[src/hw/rtl/crc32srf_pkg.sv]
// Package for the CRC-32 set-request framer: transaction types, constants
// and the byte-wide reflected CRC-32 update. No dependencies.
package crc32srf_pkg;

    localparam int MAX_DATA_LEN_DEF = 64;
    localparam int RES_MAX          = 5;   // most results one item can cause

    localparam logic [7:0]  HEADER_BYTE = 8'h53;
    localparam logic [31:0] CRC_POLY    = 32'hEDB8_8320;
    localparam logic [31:0] SEED_RESET  = 32'h2060_EFC3;

    localparam logic       CMD_START = 1'b0;
    localparam logic       CMD_DATA  = 1'b1;

    localparam logic [1:0] STATUS_OK    = 2'd0;
    localparam logic [1:0] STATUS_SHORT = 2'd1;
    localparam logic [1:0] STATUS_LONG  = 2'd2;

    typedef struct packed {
        logic       cmd;
        logic [7:0] rpt_id;
        logic [7:0] data_byte;
        logic       last;
    } item_t;

    typedef struct packed {
        logic [7:0] out_byte;
        logic       end_of_packet;
        logic [1:0] status;
    } res_t;

    // Reflected CRC-32, one byte folded in, LSB first
    function automatic logic [31:0] fold_byte(input logic [31:0] crc, input logic [7:0] b);
        logic [31:0] c;
        c = crc ^ {24'd0, b};
        for (int k = 0; k < 8; k++)
        begin
            c = c[0] ? ((c >> 1) ^ CRC_POLY) : (c >> 1);
        end
        return c;
    endfunction

endpackage

[src/hw/rtl/crc32_set_request_framer_core.sv]
// CRC-32 set-request framer, top level.
// The first result of an item is on res in the cycle after its acceptance.
// An item causing n results (up to 5) holds the item port until all its results but the last have left
//   the single-byte result port; items causing zero or one result flow at one a cycle while res_ready is high.
// Reset (rst_n, async, active low): seed to its reset value, CRC to all ones,
//   byte count and tail delay to zero, result buffer empty.
// Depends on crc32srf_pkg.
module crc32_set_request_framer_core #(
    parameter int MAX_DATA_LEN = crc32srf_pkg::MAX_DATA_LEN_DEF
) (
    input  logic                 clk,
    input  logic                 rst_n,
    input  logic                 item_valid,
    output logic                 item_ready,
    input  crc32srf_pkg::item_t  item,
    output logic                 res_valid,
    input  logic                 res_ready,
    output crc32srf_pkg::res_t   res,
    input  logic                 cfg_we,
    input  logic [31:0]          cfg_wdata
);

    // Count saturates at MAX_DATA_LEN + 1, so it needs room for that value
    localparam int CNT_W = $clog2(MAX_DATA_LEN + 2);
    localparam int RN    = crc32srf_pkg::RES_MAX;
    localparam int RN_W  = $clog2(RN + 1);

    localparam logic [CNT_W-1:0] CNT_FOUR = CNT_W'(4);
    localparam logic [CNT_W-1:0] CNT_MAX  = CNT_W'(MAX_DATA_LEN);

    logic [31:0]      seed_reg;
    logic [31:0]      crc_reg,   crc_next;
    logic [7:0]       tail_reg   [4];
    logic [7:0]       tail_next  [4];
    logic [CNT_W-1:0] count_reg, count_next;

    // Result buffer: entry 0 is what res shows; it shifts down on each pop unless a new item loads it
    crc32srf_pkg::res_t res_buf_reg [RN];
    crc32srf_pkg::res_t res_buf_next[RN];
    logic [RN_W-1:0]    res_cnt_reg, res_cnt_next;

    logic load, pop;

    // Item is taken when the buffer is empty or its final entry leaves this cycle
    assign res_valid  = (res_cnt_reg != '0);
    assign res        = res_buf_reg[0];
    assign pop        = res_valid && res_ready;
    assign item_ready = (res_cnt_reg == '0) || ((res_cnt_reg == RN_W'(1)) && res_ready);
    assign load       = item_valid && item_ready;

    // Per-item framing logic: one byte fold, tail shift and result assembly
    logic [31:0]        crc_fold;
    logic [31:0]        crc_out;
    logic               emit;
    logic [CNT_W-1:0]   count_inc;
    crc32srf_pkg::res_t tail_res[4];
    logic [RN_W-1:0]    n_res;

    always_comb
    begin
        crc_next   = crc_reg;
        count_next = count_reg;
        tail_next  = tail_reg;
        crc_fold   = crc_reg;
        crc_out    = ~crc_reg;
        emit       = 1'b0;
        count_inc  = count_reg;
        n_res      = '0;
        for (int k = 0; k < 4; k++)
        begin
            tail_res[k] = '{out_byte: 8'd0, end_of_packet: 1'b0,
                            status: crc32srf_pkg::STATUS_OK};
        end
        for (int k = 0; k < RN; k++)
        begin
            res_buf_next[k] = '{out_byte: 8'd0, end_of_packet: 1'b0,
                                status: crc32srf_pkg::STATUS_OK};
        end

        if (item.cmd == crc32srf_pkg::CMD_START)
        begin
            // Header then report id; a fresh CRC seeded from the inverse of the seed
            crc_next   = crc32srf_pkg::fold_byte(~seed_reg, item.rpt_id);
            count_next = '0;
            for (int k = 0; k < 4; k++)
            begin
                tail_next[k] = 8'd0;
            end
            res_buf_next[0].out_byte = crc32srf_pkg::HEADER_BYTE;
            res_buf_next[1].out_byte = item.rpt_id;
            n_res = RN_W'(2);
        end
        else
        begin
            // Oldest tail byte leaves once four are held
            emit     = (count_reg >= CNT_FOUR);
            crc_fold = emit ? crc32srf_pkg::fold_byte(crc_reg, tail_reg[0]) : crc_reg;
            crc_out  = ~crc_fold;
            tail_next[0] = tail_reg[1];
            tail_next[1] = tail_reg[2];
            tail_next[2] = tail_reg[3];
            tail_next[3] = item.data_byte;
            count_inc  = (count_reg <= CNT_MAX) ? count_reg + CNT_W'(1) : count_reg;
            crc_next   = crc_fold;
            count_next = count_inc;

            if (item.last)
            begin
                if (count_inc < CNT_FOUR)
                begin
                    tail_res[0] = '{out_byte: 8'd0, end_of_packet: 1'b1,
                                    status: crc32srf_pkg::STATUS_SHORT};
                    n_res = RN_W'(1);
                end
                else if (count_inc > CNT_MAX)
                begin
                    tail_res[0] = '{out_byte: 8'd0, end_of_packet: 1'b1,
                                    status: crc32srf_pkg::STATUS_LONG};
                    n_res = RN_W'(1);
                end
                else
                begin
                    // Inverted CRC, little-endian; the held tail bytes are dropped
                    tail_res[0].out_byte = crc_out[7:0];
                    tail_res[1].out_byte = crc_out[15:8];
                    tail_res[2].out_byte = crc_out[23:16];
                    tail_res[3].out_byte = crc_out[31:24];
                    tail_res[3].end_of_packet = 1'b1;
                    n_res = RN_W'(4);
                end
                crc_next   = '1;
                count_next = '0;
                for (int k = 0; k < 4; k++)
                begin
                    tail_next[k] = 8'd0;
                end
            end

            if (emit)
            begin
                res_buf_next[0].out_byte = tail_reg[0];
                for (int k = 0; k < 4; k++)
                begin
                    res_buf_next[k+1] = tail_res[k];
                end
                n_res = n_res + RN_W'(1);
            end
            else
            begin
                for (int k = 0; k < 4; k++)
                begin
                    res_buf_next[k] = tail_res[k];
                end
            end
        end

        if (load)
        begin
            res_cnt_next = n_res;
        end
        else if (pop)
        begin
            res_cnt_next = res_cnt_reg - RN_W'(1);
        end
        else
        begin
            res_cnt_next = res_cnt_reg;
        end
    end

    // Control and framing state
    always_ff @(posedge clk or negedge rst_n)
    begin
        if (!rst_n)
        begin
            seed_reg    <= crc32srf_pkg::SEED_RESET;
            crc_reg     <= '1;
            count_reg   <= '0;
            res_cnt_reg <= '0;
            for (int k = 0; k < 4; k++)
            begin
                tail_reg[k] <= 8'd0;
            end
        end
        else
        begin
            if (cfg_we)
            begin
                seed_reg <= cfg_wdata;
            end
            if (load)
            begin
                crc_reg   <= crc_next;
                count_reg <= count_next;
                tail_reg  <= tail_next;
            end
            res_cnt_reg <= res_cnt_next;
        end
    end

    // Result payload, no reset
    always_ff @(posedge clk)
    begin
        if (load)
        begin
            res_buf_reg <= res_buf_next;
        end
        else if (pop)
        begin
            for (int k = 0; k < RN - 1; k++)
            begin
                res_buf_reg[k] <= res_buf_reg[k+1];
            end
        end
    end

endmodule
[config.mk]
export PLATFORM = sky130hd
export DESIGN_NAME = crc32_set_request_framer_core
export DESIGN_NICKNAME = d
export VERILOG_FILES = /design/src/hw/rtl/crc32srf_pkg.sv /design/src/hw/rtl/crc32_set_request_framer_core.sv
export SDC_FILE = /design/constraint.sdc
export NUM_CORES = 1
export LEC_CHECK = 0
export BUFFER_PORTS_ARGS = -buffer_cell sky130_fd_sc_hd__buf_2
export CORE_UTILIZATION = 60
export DETAILED_ROUTE_END_ITERATION = 16
export PLACE_DENSITY = 0.83
export SYNTH_ARGS = -nofsm -noshare
export SYNTH_HDL_FRONTEND = slang
export SYNTH_SLANG_ARGS = --single-unit
[constraint.sdc]
create_clock -name clk -period 3.2 [get_ports clk]
set_input_delay 0.64 -clock clk [delete_from_list [all_inputs] [get_ports clk]]
set_output_delay 0.64 -clock clk [all_outputs]
set_load 0.05 [all_outputs]
==> flow_summary.toml <==
[run_status]
status = "completed"

[power]
p_int_mw = 5.97
leakagePower_nw = 4.10
power_frac_clock_pct = 20.8
p_switching_mw = 3.93
combPwrFrac_pct = 46.2
power.density_nw_per_um2 = 1010
pwr-share-seq_pct = 33.0
irDropWorstVdd_uv = 607
total_power_mw = 9.90
swShare_pct = 39.7

[sta]
tns_ns = 0
final-hold-violation-count = 0
min_period_ns = 2.97
tightestPinTransition_ns = 0.865
rsz0062_at_grt = "false"
relSlewSlack_pct = 42.3
slew_violations = 0
fin_ws_ns = 0.229
setup_viol = 0
finalCritPeriodShare_pct = 92.9
final.setup_skew_ns = 0.00865
fmax_mhz = 337

[routing]
drt_pass1_iterations = 8
drc = 0
vias = 6533
vias_per_cell = 6.07
routed_wl_um = 21900
drtAntennaViolNets = 0
wl_per_cell_um = 20.4
drtIter0Drc = 738

[yosys]
synth_cell_types = 57
synth_most_common_cell = "xnor2_1"
yosysSeqAreaShare_pct = 48.3
async_flop_share_pct = 68.4
synth_area_um2 = 8660
synth_cells = 827
syn_avg_cell_area_um2 = 10.5
synth_area_leaders = "dfrtp_1, edfxtp_1, dfstp_2, xnor2_1, mux2_2"
syn_nets = 889
synth_top_area_share_pct = 17.3
synth_top_cell_by_area = "dfrtp_1"
synth_edf_count = 49
synth_top_flop_cell = "dfrtp_1"
synth-seq-cells = 155
synthTopCellsByCount = "xnor2_1, nand2_1, nor2_1"
ys_warn_count = 0

[floorplanning]
pin_count = 68
core_area_um2 = 14000
start_util_pct = 61.9
dieArea_um2 = 14900
die_w_um = 122
die_y_um = 122
rows = 43

[layout]
utilization_pct = 70.0
syn_to_final_growth_pct = 13.0
drive_above_1_share_pct = 25.8
largest_reg_flops = 38
multi_input_area_um2 = 4160
antenna_cells = 0
nets = 945
register_area_um2 = 4180
fillers = 1030
fin_area_um2 = 9790

[placed_design]
gp_congestion = 0.891
dpl_worst_slack_ns = 0.0299
place_hpwl_um = 14900
place_area_um2 = 9190
io_buffers = 67

[run]
cap_violations = 0

[critical_path]
cpLargestDelayFamily = "compound AO/OA/AOI/OAI gates"
path_class = "flop to flop"
critical_path_arrival_ns = 3.30
worst_setup_path_end_kind = "flop"
path_buf_inv = 1
worst_path_max_delay_cell = "dfrtp_1"
required_ns = 3.53
slowest_delay_ns = 0.45
crit_top_cell = "ha_1"
critPathLaunchType = "flop"
cp_max_fo = 19
path_cells = "ha_1 -> nor2b_1 -> a2111o_1 -> a22oi_2 -> mux2_2 -> buf_4 -> nor2_1 -> ha_1 -> a21oi_1 -> a31oi_1 -> o21a_1"

[global_route]
grt_pass1_wl_um = 34200
antenna_found_initial = 0
grt_pass1_vias = 6335
grt_use_total_pct = 31.2
grt_max_degree = 82
grt_overflow = 0

[clock_network]
clk_path_buf_depth = 2
cts_tree = "yes"
clk_pin_slew_ns = 0.06
cts_sinks = 155
worstSkewPairLatency_ns = 0.44
cts-root-buf = "clkbuf_16"
numCtsBuffers = 17
cts_max_level = 4

[hold_path]
hold_class = "input pin to asynchronous set/reset pin"
[worst paths after layout]
path,start,endpoint,slack (ns),cells past startpoint
max,count_reg[0],res_cnt_reg[0],0.23,11
min,rst_n,count_reg[2],0.22,1
max reg2reg,count_reg[0],res_cnt_reg[0],0.23,11
min reg2reg,tail_reg[7],tail_reg[7],0.47,2
max in group asynchronous,rst_n,seed_reg[8],2.19,2
min in group clk,item[6],tail_reg[5],0.42,3
[power by group through the flow]
stage / Combinational [mW] / Sequential (mW) / Clock [mW]
finish: 4.58 / 3.26 / 2.06
global route: 4.87 / 3.32 / 2.15
CTS: 4.51 / 3.25 / 2.08
detailed placement: 4.45 / 3.28 / 0
global placement: 4.34 / 3.24 / 0
floorplan: 3.52 / 3.15 / 0
[cell usage in the layout (no fill, tap or decap), drive strengths merged, types with 5 or more instances in the layout]
| master | instances |
|---|---|
| a21oi | 51 |
| a31oi | 6 |
| inv | 14 |
| dfrtp | 60 |
| xor2 | 44 |
| xnor3 | 8 |
| nand3 | 39 |
| a22o | 18 |
| buf | 99 |
| mux2 | 36 |
| o21ai | 21 |
| nor2 | 65 |
| clkbuf | 20 |
| o22ai | 25 |
| nand4 | 5 |
| dfstp | 46 |
| xnor2 | 114 |
| ha | 7 |
| edfxtp | 49 |
| nor2b | 5 |
| nand2 | 107 |
[logic make-up (layout without fill, tap and decap cells)]
| kind of cell | count (synthesis) | count (layout) | synth area share, % |
|---|---|---|---|
| AND/OR/NAND/NOR | 243 | 243 | 12.2 |
| XOR/XNOR | 167 | 167 | 19.1 |
| flip-flops | 155 | 155 | 48.3 |
| AO/OA/AOI/OAI | 146 | 146 | 10.7 |
| buffers and inverters | 71 | 140 | 3.81 |
| multiplexers | 38 | 38 | 4.91 |
| adder cells (fa/ha/maj) | 7 | 7 | 1.01 |
[through the flow]
| step | instances | hold WS (ns) |
|---|---|---|
| floorplan | 827 | 0.344 |
| global placement | 1044 | 0.449 |
| detailed placement | 1044 | 0.457 |
| CTS | 1076 | 0.223 |
| global route | 1076 | 0.253 |
| finish | 1076 | 0.217 |
[area by class of cell]
| cell class | count | area share (%) |
|---|---|---|
| clock buffers | 20 | 4.68 |
| clock inverters | 12 | 1.37 |
| inverters | 9 | 0.345 |
| multi-input cells | 601 | 42.5 |
| flip-flops and latches | 155 | 42.7 |
| well taps | 180 | 2.30 |
| repair buffers | 99 | 6.04 |
[layer usage]
| layer | up-vias | share of wire [%] | GRT usage [%] |
|---|---|---|---|
| li1 | 2967 | - | - |
| met1 | 3199 | 40 | 41.3 |
| met2 | 316 | 49 | 48.7 |
| met3 | 51 | 8.9 | 8.52 |
| met4 | 0 | 2.5 | 12.7 |
| met5 | - | 0 | 0 |
[timing repair]
| action | in CTS | in global routing |
|---|---|---|
| resized for setup | 1 | 1 |
| gates cloned | 0 | 0 |
| endpoints found under the setup margin | 1 | 1 |
| buffers inserted | 0 | 0 |
| hold buffers | 0 | 0 |
No activity file was read; power rests on OpenSTA's default activity.
